==> src/rtl/core/ecg_shr_pkg.sv <==
package ecg_shr_pkg;

  // Fixed field widths
  localparam int unsigned SampleFieldW = 16;
  localparam int unsigned RateW        = 16;
  localparam int unsigned CntW         = 16;
  localparam int unsigned BoundW       = 18;
  localparam int unsigned CfgAddrW     = 3;
  localparam int unsigned CfgDataW     = 18;

  // Number of items that only fill the sample history
  localparam logic [2:0] FillLen = 3'd5;

  // Register defaults after reset
  localparam logic [BoundW-1:0] SlopeLowRst     = 18'd100;
  localparam logic [BoundW-1:0] SlopeHighRst    = 18'd1000;
  localparam logic [CntW-1:0]   MinGapRst       = 16'd60;
  localparam logic [CntW-1:0]   TimeoutRst      = 16'd1000;
  localparam logic [CntW-1:0]   RateNumRst      = 16'd30000;

  // Configuration register indexes
  typedef enum logic [CfgAddrW-1:0] {
    CfgSlopeLow  = 3'd0,
    CfgSlopeHigh = 3'd1,
    CfgMinGap    = 3'd2,
    CfgTimeout   = 3'd3,
    CfgRateNum   = 3'd4
  } cfg_idx_e;

  // Operation of the shared adder
  typedef enum logic {
    AluAdd = 1'b0,
    AluSub = 1'b1
  } alu_op_e;

  // Sequencer states
  typedef enum logic [11:0] {
    StIdle     = 12'b0000_0000_0001,
    StSlope0   = 12'b0000_0000_0010,
    StSlope1   = 12'b0000_0000_0100,
    StSlope2   = 12'b0000_0000_1000,
    StCmpLow   = 12'b0000_0001_0000,
    StCmpHigh  = 12'b0000_0010_0000,
    StTimeout  = 12'b0000_0100_0000,
    StGap      = 12'b0000_1000_0000,
    StGapCmp   = 12'b0001_0000_0000,
    StInterval = 12'b0010_0000_0000,
    StDivide   = 12'b0100_0000_0000,
    StDone     = 12'b1000_0000_0000
  } state_e;

endpackage

==> src/rtl/core/ecg_shr_alu.sv <==
module ecg_shr_alu #(
  parameter int unsigned Width = 20
) (
  input  logic [Width-1:0]      a_i,
  input  logic [Width-1:0]      b_i,
  input  ecg_shr_pkg::alu_op_e  op_i,
  output logic [Width-1:0]      res_o
);

  logic [Width-1:0] b_eff;

  // Two's complement add; subtraction inverts b and adds the carry in.
  always_comb begin
    b_eff = (op_i == ecg_shr_pkg::AluSub) ? ~b_i : b_i;
    res_o = a_i + b_eff + Width'(op_i == ecg_shr_pkg::AluSub);
  end

endmodule

==> src/rtl/core/ecg_slope_heart_rate.sv <==
// Channel    | Direction | Payload
// -----------+-----------+-------------------------------------------
// s_axis     | in        | tdata[15:0] = sample (two's complement)
// m_axis     | out       | tdata[15:0] = beat_rate (unsigned bpm)
// cfg        | in        | write enable, register index, write data
//
// One item at a time; slopes, bound compares and the divide share one adder.
// The first five items only fill the history; later ones compute the slope and compare it,
// and an item that computes a new rate runs the 16 divider steps on the adder.
// Reset clears history, counters and rate and loads the register defaults.
// A result waits in the output register while the next item is taken; the
// sequencer stalls in its last state only when that register is still full.
module ecg_slope_heart_rate #(
  parameter int unsigned SAMPLE_BITS = 16
) (
  input  logic                                  clk_i,
  input  logic                                  rst_ni,
  // Input samples
  input  logic                                  s_axis_tvalid,
  output logic                                  s_axis_tready,
  input  logic [ecg_shr_pkg::SampleFieldW-1:0]  s_axis_tdata,  // [15:0] sample
  // Heart rate results
  output logic                                  m_axis_tvalid,
  input  logic                                  m_axis_tready,
  output logic [ecg_shr_pkg::RateW-1:0]         m_axis_tdata,  // [15:0] beat_rate
  // Configuration writes
  input  logic                                  cfg_we_i,
  input  logic [ecg_shr_pkg::CfgAddrW-1:0]      cfg_addr_i,
  input  logic [ecg_shr_pkg::CfgDataW-1:0]      cfg_wdata_i
);

  localparam int unsigned SB  = SAMPLE_BITS;
  localparam int unsigned AW  = (SB + 4 > 20) ? SB + 4 : 20;
  localparam int unsigned CW  = ecg_shr_pkg::CntW;
  localparam int unsigned BW  = ecg_shr_pkg::BoundW;
  localparam int unsigned FW  = ecg_shr_pkg::SampleFieldW;

  // Saturating increment of a 16-bit counter
  function automatic logic [CW-1:0] sat_inc(input logic [CW-1:0] v);
    sat_inc = (v == '1) ? v : v + CW'(1);
  endfunction

  // Configuration registers
  logic [BW-1:0] slope_low_q, slope_high_q;
  logic [CW-1:0] min_gap_q, timeout_q, rate_num_q;

  // Detector state
  ecg_shr_pkg::state_e state_q, state_d;
  logic [SB-1:0] sample_q;
  logic [SB-1:0] window_q [4];
  logic [2:0]    fill_q;
  logic          first_q, second_q;
  logic [CW-1:0] fpos_q, spos_q, scnt_q, rej_q, rate_q;
  logic [AW-1:0] acc_q;
  logic          lt_low_q, gt_low_q;
  logic [CW-1:0] ivl_q, rem_q, quo_q;
  logic [3:0]    step_q;

  // Output register
  logic          out_valid_q;
  logic [CW-1:0] out_data_q;

  // Shared adder
  logic [AW-1:0]         alu_a, alu_b, alu_res;
  ecg_shr_pkg::alu_op_e  alu_op;
  logic                  alu_neg;

  // Incoming sample cut to SAMPLE_BITS; bits beyond the field are zero
  logic [SB+FW-1:0] smp_ext;
  logic [SB-1:0]    smp_in;
  logic             in_xfer;
  logic [CW:0]      div_shift;
  logic             div_ok;
  logic [CW-1:0]    quo_nx;

  assign smp_ext = {{SB{1'b0}}, s_axis_tdata};
  assign smp_in  = smp_ext[SB-1:0];

  assign s_axis_tready = (state_q == ecg_shr_pkg::StIdle);
  assign in_xfer       = s_axis_tvalid && s_axis_tready;
  assign m_axis_tvalid = out_valid_q;
  assign m_axis_tdata  = out_data_q;

  assign alu_neg   = alu_res[AW-1];
  assign div_shift = {rem_q, quo_q[CW-1]};
  assign div_ok    = !alu_neg;
  assign quo_nx    = {quo_q[CW-2:0], div_ok};

  // Operand selection for the shared adder
  always_comb begin
    alu_a  = '0;
    alu_b  = '0;
    alu_op = ecg_shr_pkg::AluAdd;
    unique case (state_q)
      ecg_shr_pkg::StSlope0: begin
        alu_a  = {{(AW-SB-1){sample_q[SB-1]}}, sample_q, 1'b0};
        alu_b  = {{(AW-SB-1){window_q[0][SB-1]}}, window_q[0], 1'b0};
        alu_op = ecg_shr_pkg::AluSub;
      end
      ecg_shr_pkg::StSlope1: begin
        alu_a  = acc_q;
        alu_b  = {{(AW-SB){window_q[3][SB-1]}}, window_q[3]};
      end
      ecg_shr_pkg::StSlope2: begin
        alu_a  = acc_q;
        alu_b  = {{(AW-SB){window_q[1][SB-1]}}, window_q[1]};
        alu_op = ecg_shr_pkg::AluSub;
      end
      ecg_shr_pkg::StCmpLow: begin
        alu_a  = acc_q;
        alu_b  = {{(AW-BW){1'b0}}, slope_low_q};
        alu_op = ecg_shr_pkg::AluSub;
      end
      ecg_shr_pkg::StCmpHigh: begin
        alu_a  = {{(AW-BW){1'b0}}, slope_high_q};
        alu_b  = acc_q;
        alu_op = ecg_shr_pkg::AluSub;
      end
      ecg_shr_pkg::StTimeout: begin
        alu_a  = {{(AW-CW){1'b0}}, timeout_q};
        alu_b  = {{(AW-CW){1'b0}}, rej_q};
        alu_op = ecg_shr_pkg::AluSub;
      end
      ecg_shr_pkg::StGap, ecg_shr_pkg::StInterval: begin
        alu_a  = {{(AW-CW){1'b0}}, spos_q};
        alu_b  = {{(AW-CW){1'b0}}, fpos_q};
        alu_op = ecg_shr_pkg::AluSub;
      end
      ecg_shr_pkg::StGapCmp: begin
        alu_a  = {{(AW-CW){1'b0}}, ivl_q};
        alu_b  = {{(AW-CW){1'b0}}, min_gap_q};
        alu_op = ecg_shr_pkg::AluSub;
      end
      ecg_shr_pkg::StDivide: begin
        alu_a  = {{(AW-CW-1){1'b0}}, div_shift};
        alu_b  = {{(AW-CW){1'b0}}, ivl_q};
        alu_op = ecg_shr_pkg::AluSub;
      end
      default: begin
        alu_a  = '0;
        alu_b  = '0;
        alu_op = ecg_shr_pkg::AluAdd;
      end
    endcase
  end

  ecg_shr_alu #(
    .Width (AW)
  ) u_alu (
    .a_i   (alu_a),
    .b_i   (alu_b),
    .op_i  (alu_op),
    .res_o (alu_res)
  );

  // Configuration register writes
  always_ff @(posedge clk_i or negedge rst_ni) begin
    if (!rst_ni) begin
      slope_low_q  <= ecg_shr_pkg::SlopeLowRst;
      slope_high_q <= ecg_shr_pkg::SlopeHighRst;
      min_gap_q    <= ecg_shr_pkg::MinGapRst;
      timeout_q    <= ecg_shr_pkg::TimeoutRst;
      rate_num_q   <= ecg_shr_pkg::RateNumRst;
    end else if (cfg_we_i) begin
      unique case (cfg_addr_i)
        ecg_shr_pkg::CfgSlopeLow:  slope_low_q  <= cfg_wdata_i;
        ecg_shr_pkg::CfgSlopeHigh: slope_high_q <= cfg_wdata_i;
        ecg_shr_pkg::CfgMinGap:    min_gap_q    <= cfg_wdata_i[CW-1:0];
        ecg_shr_pkg::CfgTimeout:   timeout_q    <= cfg_wdata_i[CW-1:0];
        ecg_shr_pkg::CfgRateNum:   rate_num_q   <= cfg_wdata_i[CW-1:0];
        default: ;
      endcase
    end
  end

  // Next state of the sequencer
  always_comb begin
    state_d = state_q;
    unique case (state_q)
      ecg_shr_pkg::StIdle: begin
        if (in_xfer) begin
          state_d = (fill_q < ecg_shr_pkg::FillLen) ? ecg_shr_pkg::StDone
                                                     : ecg_shr_pkg::StSlope0;
        end
      end
      ecg_shr_pkg::StSlope0:  state_d = ecg_shr_pkg::StSlope1;
      ecg_shr_pkg::StSlope1:  state_d = ecg_shr_pkg::StSlope2;
      ecg_shr_pkg::StSlope2:  state_d = ecg_shr_pkg::StCmpLow;
      ecg_shr_pkg::StCmpLow:  state_d = ecg_shr_pkg::StCmpHigh;
      ecg_shr_pkg::StCmpHigh: begin
        priority if (lt_low_q || alu_neg) begin
          state_d = ecg_shr_pkg::StTimeout;
        end else if (first_q && second_q) begin
          state_d = ecg_shr_pkg::StInterval;
        end else if (gt_low_q && first_q) begin
          state_d = ecg_shr_pkg::StGap;
        end else begin
          state_d = ecg_shr_pkg::StDone;
        end
      end
      ecg_shr_pkg::StTimeout: state_d = ecg_shr_pkg::StDone;
      ecg_shr_pkg::StGap:     state_d = ecg_shr_pkg::StGapCmp;
      ecg_shr_pkg::StGapCmp:  state_d = ecg_shr_pkg::StDone;
      ecg_shr_pkg::StInterval: begin
        state_d = (alu_res[CW-1:0] == '0) ? ecg_shr_pkg::StDone : ecg_shr_pkg::StDivide;
      end
      ecg_shr_pkg::StDivide: begin
        if (step_q == '1) begin
          state_d = ecg_shr_pkg::StDone;
        end
      end
      ecg_shr_pkg::StDone: begin
        if (!out_valid_q || m_axis_tready) begin
          state_d = ecg_shr_pkg::StIdle;
        end
      end
      default: state_d = ecg_shr_pkg::StIdle;
    endcase
  end

  // Control state and counters
  always_ff @(posedge clk_i or negedge rst_ni) begin
    if (!rst_ni) begin
      state_q     <= ecg_shr_pkg::StIdle;
      window_q    <= '{default: '0};
      fill_q      <= '0;
      first_q     <= 1'b0;
      second_q    <= 1'b0;
      fpos_q      <= '0;
      spos_q      <= '0;
      scnt_q      <= '0;
      rej_q       <= '0;
      rate_q      <= '0;
      out_valid_q <= 1'b0;
      step_q      <= '0;
    end else begin
      state_q <= state_d;
      unique case (state_q)
        ecg_shr_pkg::StIdle: begin
          // History fill: shift the sample in at once
          if (in_xfer && (fill_q < ecg_shr_pkg::FillLen)) begin
            window_q[0] <= window_q[1];
            window_q[1] <= window_q[2];
            window_q[2] <= window_q[3];
            window_q[3] <= smp_in;
            fill_q      <= fill_q + 3'd1;
          end
        end
        ecg_shr_pkg::StSlope2: begin
          // Last window read happens here; shift afterwards
          window_q[0] <= window_q[1];
          window_q[1] <= window_q[2];
          window_q[2] <= window_q[3];
          window_q[3] <= sample_q;
        end
        ecg_shr_pkg::StCmpHigh: begin
          if (lt_low_q || alu_neg) begin
            scnt_q <= sat_inc(scnt_q);
            rej_q  <= sat_inc(rej_q);
          end else begin
            rej_q <= '0;
            if (first_q && second_q) begin
              first_q  <= 1'b0;
              second_q <= 1'b0;
              scnt_q   <= '0;
            end else begin
              if (gt_low_q) begin
                if (!first_q) begin
                  first_q <= 1'b1;
                  fpos_q  <= scnt_q;
                end else begin
                  spos_q <= scnt_q;
                end
              end
              scnt_q <= sat_inc(scnt_q);
            end
          end
        end
        ecg_shr_pkg::StTimeout: begin
          // Reject count beyond the limit clears the rate
          if (alu_neg) begin
            rate_q <= '0;
          end
        end
        ecg_shr_pkg::StGapCmp: begin
          second_q <= !alu_neg;
        end
        ecg_shr_pkg::StInterval: begin
          step_q <= '0;
          if (alu_res[CW-1:0] == '0) begin
            rate_q <= '1;
          end
        end
        ecg_shr_pkg::StDivide: begin
          step_q <= step_q + 4'd1;
          if (step_q == '1) begin
            rate_q <= quo_nx;
          end
        end
        ecg_shr_pkg::StDone: begin
          if (!out_valid_q || m_axis_tready) begin
            out_valid_q <= 1'b1;
          end
        end
        default: ;
      endcase
      // Drop the result once it is taken and nothing replaces it
      if (out_valid_q && m_axis_tready &&
          !(state_q == ecg_shr_pkg::StDone)) begin
        out_valid_q <= 1'b0;
      end
    end
  end

  // Datapath registers
  always_ff @(posedge clk_i) begin
    if (in_xfer) begin
      sample_q <= smp_in;
    end
    unique case (state_q)
      ecg_shr_pkg::StSlope0, ecg_shr_pkg::StSlope1, ecg_shr_pkg::StSlope2: begin
        acc_q <= alu_res;
      end
      ecg_shr_pkg::StCmpLow: begin
        lt_low_q <= alu_neg;
        gt_low_q <= !alu_neg && (alu_res != '0);
      end
      ecg_shr_pkg::StGap: begin
        ivl_q <= alu_res[CW-1:0];
      end
      ecg_shr_pkg::StInterval: begin
        ivl_q <= alu_res[CW-1:0];
        rem_q <= '0;
        quo_q <= rate_num_q;
      end
      ecg_shr_pkg::StDivide: begin
        // Restoring divider step: keep the difference when it is not negative
        rem_q <= div_ok ? alu_res[CW-1:0] : div_shift[CW-1:0];
        quo_q <= quo_nx;
      end
      ecg_shr_pkg::StDone: begin
        if (!out_valid_q || m_axis_tready) begin
          out_data_q <= rate_q;
        end
      end
      default: ;
    endcase
  end

endmodule
==> config.mk <==
export PLATFORM = sky130hd
export DESIGN_NAME = ecg_slope_heart_rate
export DESIGN_NICKNAME = d
export VERILOG_FILES = /design/src/rtl/core/ecg_shr_pkg.sv /design/src/rtl/core/ecg_shr_alu.sv /design/src/rtl/core/ecg_slope_heart_rate.sv
export SDC_FILE = /design/constraint.sdc
export NUM_CORES = 1
export LEC_CHECK = 0
export BUFFER_PORTS_ARGS = -buffer_cell sky130_fd_sc_hd__buf_2
export CAP_MARGIN = 20
export CORE_ASPECT_RATIO = 0.7
export CORE_MARGIN = 5
export CORE_UTILIZATION = 28
export CTS_CLUSTER_SIZE = 16
export DETAILED_ROUTE_END_ITERATION = 8
export GPL_TIMING_DRIVEN = 0
export PLACE_DENSITY = 0.4
export SYNTH_ARGS = -nofsm -noshare
export SYNTH_HDL_FRONTEND = slang
export SYNTH_SLANG_ARGS = --single-unit
==> constraint.sdc <==
create_clock -name clk_i -period 6.6 [get_ports clk_i]
set_input_delay 0.33 -clock clk_i [delete_from_list [all_inputs] [get_ports clk_i]]
set_output_delay 0.33 -clock clk_i [all_outputs]
set_load 0.05 [all_outputs]
# Word level (Yosys, flattened, before mapping)
# Cells that the tools add are included.
# op_classes
n_mux,36
n_addsub,6
div_mod_pow,0
n_eq_ne,28
magnitude_cmp,1
multipliers,0
n_shift,0
reduce_logical,43
n_bitwise,4
# ops
operator,n
20-bit case mux with 9 select lines,1
16-bit 2-to-1 mux,9
20-bit case mux with 7 select lines,1
12-bit case mux with 11 select lines,1
64-bit case mux with 2 select lines,1
12-bit 2-to-1 mux,8
64-bit 2-to-1 mux,1
16-bit case mux with 2 select lines,2
16-bit case mux with 3 select lines,1
16-bit by 1-bit adder with 16-bit output (second input constant),2
16-bit equality test (second input constant),2
20-bit by 1-bit adder with 20-bit output,1
20-bit adder,1
20-bit 2-to-1 mux,1
20-bit inverter,1
2-bit AND reduction,10
20-bit nonzero test,1
16-bit zero test,1
12-bit by 1-bit equality test with 1-bit output (second input constant),1
12-bit by 10-bit equality test with 1-bit output (second input constant),1
12-bit by 11-bit equality test with 1-bit output (second input constant),1
12-bit equality test (second input constant),1
12-bit by 2-bit equality test with 1-bit output (second input constant),1
12-bit by 3-bit equality test with 1-bit output (second input constant),1
other kinds (31),67
# totals
output_inout_bits,18
in_bits,42
elab_cells,146
mem_bits_ro,0
latchBits,0
mem_bits_rw,0
memories,0
reg_bits,352

# Logic depth before layout (Yosys ltp)
# depth
ltp_word,10
mapped_depth,25

# Cells and area by module
# From an unflattened synthesis, not the netlist that was laid out.
# hier_totals
hier_cells,1446
hier_area_um2,17137.7
# modules_own_cells
module,seq_area_each_um2,instances,area_per_inst_um2,cells_each
ecg_slope_heart_rate,9352.7,1,15850.2,1268
ecg_shr_alu,0.0,1,1287.5,178

# Worst setup path after synthesis
# OpenSTA, ideal clock, no wires.
# synth_timing
path_kind,register -> register
start,register state_q[1]
end,register rate_q[10]
n_path_buf,4
arrival_ns,5.517
setup_slack_ns,1.001
path_stages_with_launch,21
synth_period_minus_slack_ns,5.599
setup_ns,0.082
cell_sequence,dfrtp_1 nor4_1 and4_1 clkbuf_1 clkbuf_1 clkbuf_1 a222oi_1 nand3_1 ha_1 nor2b_1 o21a_1 o31a_1 o2111a_1 or4_1 a2111oi_0 o2111ai_1 nor4_2 a31oi_1 a211o_4 buf_6 a22oi_2
# synth_via
elab_chain_cells,10
# synth_lines
element,line,text
start: declaration,ecg_slope_heart_rate.sv:48,"ecg_shr_pkg::state_e state_q, state_d;"
start signal: assignment,ecg_slope_heart_rate.sv:224,state_q <= ecg_shr_pkg::StIdle;
start signal: assignment,ecg_slope_heart_rate.sv:237,state_q <= state_d;
12-bit by 10-bit equality test with 1-bit output or 12-bit by 8-bit equality test with 1-bit output (tied branches),"ecg_slope_heart_rate.sv:94, ecg_slope_heart_rate.sv:238",
2-bit OR reduction (no source line),--,
20-bit case mux with 9 select lines,ecg_slope_heart_rate.sv:94,unique case (state_q)
20-bit inverter,ecg_shr_alu.sv:14,b_eff = (op_i == ecg_shr_pkg::AluSub) ? ~b_i : b_i;
20-bit 2-to-1 mux,ecg_shr_alu.sv:14,
20-bit adder,ecg_shr_alu.sv:15,res_o = a_i + b_eff + Width'(op_i == ecg_shr_pkg::AluSub);
20-bit by 1-bit adder with 20-bit output,ecg_shr_alu.sv:15,
16-bit zero test,ecg_slope_heart_rate.sv:290,if (alu_res[CW-1:0] == '0) begin
2-bit inequality test (no source line),--,
4-bit AND reduction (no source line),--,
end signal: assignment,ecg_slope_heart_rate.sv:297,rate_q <= quo_nx;
end: declaration,ecg_slope_heart_rate.sv:53,"logic [CW-1:0] fpos_q, spos_q, scnt_q, rej_q, rate_q;"
# Several ways; a longest one is shown, not always the timed one.
# A chain may end at the register's enable or synchronous reset.

# Worst setup path in the final report
# layout_timing
start,register state_q[6]
end,register rate_q[11]
# The elaborated chain is that of the path after synthesis.

==> out/metrics.cfg <==
[synthesis]
synthCells=1449
ys_types=93
synth_edf_count=102
ys_ff_latch=352
synth_area_per_cell_sq_um=11.7
syn-num-nets=1514
ys.flop_type=dfrtp_1
synth_area_sq_um=17000
ys_warn_count=0
synth-seq-area-share_pct=55.0
async_reset_ff_share_pct=71.0

[floorplanning]
ioPinCount=60
rows=75
die_w_um=305
initial_core_util_pct=28.3
die_area_sq_um=65900
fp.dieH_um=216
core_area_sq_um=60100

[clocking]
h-tree-depth=2
root_buffer=clkbuf_16
cts_tree=built
clock_path_buffers=3
clk_pin_slew_ns=0.07
clock-sinks=352
cts_buffers=39
clkLatencyLatePin_ns=0.56

[power_and_ir_drop]
power.density_nw_per_um2=336
ir_drop_mv=0.143
total_leakage_power_uw=0.00824

[worst_hold_path]
whs_path_depth=2
worstHoldPathType=in -> reg
min_to=slope_high_q[16]
hp-start=cfg_wdata_i[16]

[route]
routed_wl_um=62200
drt-vias-per-instance=5.32
remaining_drc_errors=0
first_pass_iters=6
vias=12900
first_iter_violations=1744
avgRoutedWirePerCell_um=25.7
drtAntennaViolNets=0

[timing]
fin_tns_setup_ns=0
setup_viol=0
max_freq_ghz=0.153
tightest_slew_ns=1.19
layout_setup_ws_ns=0.0731
period_minus_slack_ns=6.53
timing.final.crit_share_pct=98.9
final_max_slew_viol_count=0
max_slew_margin_pct=20.7
rsz0062_at_grt=false
clock_skew_ns=0.0176
finalHoldViolations=0

[critical_path]
end_kind=flop
crit_fanout=10
cp-start-kind=flop
cp.required_ns=7.07
cp_top_family=compound AO/OA/AOI/OAI gates
cp.buffers_inverters=6
worstSetupPathType=reg -> reg
rr_endpoint=rate_q[11]
r2r-start=state_q[6]
rr_worst_depth=22
slowest_stage=a222oi_1
critPathLaunch=state_q[6]
crit_chain=buf_4 > nor4b_2 > and3_1 > buf_2 > buf_2 > clkbuf_4 > a222oi_1 > nand3_1 > ha_1 > nor2b_1 > o21a_1 > o31a_1 > o2111a_1 > or4_1 > a2111oi_1 > o2111ai_1 > nor4_4 > buf_4 > a31oi_2 > a211o_4 > buf_6 > a22oi_2
arrival_ns=6.99
critPathMaxStageDelay_ns=0.57
r2r_slack_ns=0.07

[cells_and_area]
drive_gt1_share_pct=28.4
nets=1648
final_design_area_no_fill_sq_um=20300
utilization_pct=33.8
fill_cells=6091
area_growth_syn_to_layout_pct=19.4

[global_route]
grt_pass1_vias=12468
grt_start_max_net_pins=117
grt_antenna_before_repair=2
gr-total-overflow=0
grt_util_all_layers_pct=18.2
grt_pass1_wl_um=89400

[placement]
gp_congestion=0.922
placed_cell_area_sq_um=18500
dp_hpwl_um=47300
place_ws_ns=-1.54
io_buffer_count=57

[run_status]
run_status=complete, no violations

[job]
maxCapViolCount=0

==> cell usage after synthesis, types with 22 or more instances <==
| cell | number | area (sq um) |
|---|---|---|
| a21oi_1 | 47 | 235 |
| a222oi_1 | 58 | 581 |
| a22oi_1 | 26 | 195 |
| clkbuf_1 | 56 | 210 |
| dfrtp_1 | 223 | 5580 |
| dfstp_2 | 27 | 709 |
| edfxtp_1 | 102 | 3060 |
| ha_1 | 22 | 275 |
| inv_1 | 43 | 161 |
| mux2_2 | 167 | 1880 |
| nand2_1 | 187 | 702 |
| nand3_1 | 54 | 270 |
| nor2_1 | 60 | 225 |
| nor3_1 | 23 | 115 |
| o21ai_0 | 64 | 320 |
==> through the flow <==
stage,total power [uW],hold slack [ns],instances
after global routing,7130,0.0613,2421
final,6820,0.0744,2423
after detailed placement,4430,0.341,2320
after global placement,4390,0.435,2314
after CTS,6820,0.0427,2410
after floorplan,3860,0.0344,1449
==> worst max path at each step <==
stage / slack, ns / cells after the start / endpoint
floorplan: 1.00 / 20 / rate_q[10]
global placement: -1.99 / 21 / rate_q[9]
detailed placement: -1.54 / 20 / rate_q[12]
CTS: 0.007 / 21 / rate_q[12]
global route: 0.01 / 22 / rate_q[9]
finish: 0.07 / 22 / rate_q[11]
==> cells by family (layout without fill, tap and decap cells) <==
| family | after synthesis | after routing | synth area share [%] |
|---|---|---|---|
| AND/OR/NAND/NOR | 440 | 441 | 12.8 |
| flip-flops | 352 | 352 | 55.0 |
| AO/OA/AOI/OAI | 294 | 294 | 13.3 |
| multiplexers | 185 | 185 | 12.1 |
| buffers and inverters | 129 | 292 | 3.77 |
| XOR/XNOR | 26 | 26 | 1.34 |
| adder cells (fa/ha/maj) | 23 | 23 | 1.74 |
| other | 0 | 2 | 0 |
==> routing by layer <==
metal	vias to the layer above	GRT usage (%)	share of wire [%]
met5	-	0	0
met4	0	2.96	1.6
met3	57	3.80	7.8
met2	463	25.0	40
met1	6662	29.5	51
li1	5718	-	-
==> report_power, final <==
part / switching [uW] / total [uW] / internal (uW)
Combinational: 856 / 1510 / 655
Clock: 971 / 2300 / 1330
Sequential: 305 / 3010 / 2700
==> registers in the layout, indices dropped and copies added, names as in the netlist, 18 cells and up <==
name          flops
acc_q            20
slope_high_q     18
slope_low_q      18
window_q         64
==> cells in the final DEF, fill, tap and decap left out, drive strengths merged, types with 5 or more instances in the layout <==
master | netlist | final
o31ai | 8 | 8
nor2b | 6 | 6
mux2 | 167 | 167
nand3 | 56 | 56
xor2 | 13 | 13
a222oi | 58 | 58
nand2b | 7 | 7
a2111oi | 5 | 5
clkinv | 0 | 8
o21ai | 66 | 66
clkbuf | 61 | 111
and2 | 9 | 9
dfrtp | 223 | 223
nand2 | 187 | 187
a22oi | 36 | 36
nor2 | 60 | 60
dfstp | 27 | 27
inv | 43 | 46
nor3 | 25 | 26
xnor2 | 13 | 13
nand4 | 17 | 17
a21oi | 47 | 47
nor4 | 9 | 9
nand3b | 13 | 13
edfxtp | 102 | 102
mux2i | 18 | 18
a31oi | 7 | 7
or2 | 5 | 5
nor4b | 5 | 5
and3 | 20 | 20
dlygate4sd3 | 0 | 15
o211ai | 11 | 11
buf | 24 | 107
a211oi | 5 | 5
a21o | 5 | 5
ha | 22 | 22
==> layout make-up <==
| class | count | area, sq um | share of cell area, % |
|---|---|---|---|
| Antenna cell | 2 | 5.00 | 0.0246 |
| Buffer | 84 | 554 | 2.73 |
| Clock buffer | 56 | 1170 | 5.78 |
| Clock inverter | 15 | 153 | 0.752 |
| Inverter | 43 | 161 | 0.795 |
| Multi-Input combinational cell | 969 | 7230 | 35.6 |
| Sequential cell | 352 | 9350 | 46.1 |
| Tap cell | 808 | 1010 | 4.98 |
| Timing Repair Buffer | 94 | 663 | 3.27 |
==> worst register-to-register path, delay by kind of cell (launching register included) <==
| family | cells | cell delay [ns] |
|---|---|---|
| DFF | 1 | 0.36 |
| AOI/OAI and AO/OA | 9 | 2.92 |
| adders and majority gates | 1 | 0.38 |
| and+or+nand+nor | 6 | 1.58 |
| buffers and inverters | 6 | 1.21 |
==> repair_timing <==
action / 4_1_cts / 5_1_grt
buffers inserted: 6 / 10
pin swaps: 5 / 11
gates cloned: 0 / 1
gates resized for setup: 49 / 44
setup endpoints to repair: 116 / 70
hold endpoints to repair: 75 / 0
hold buffers: 15 / 0
Note: power is estimated with default switching activity, not from simulation.
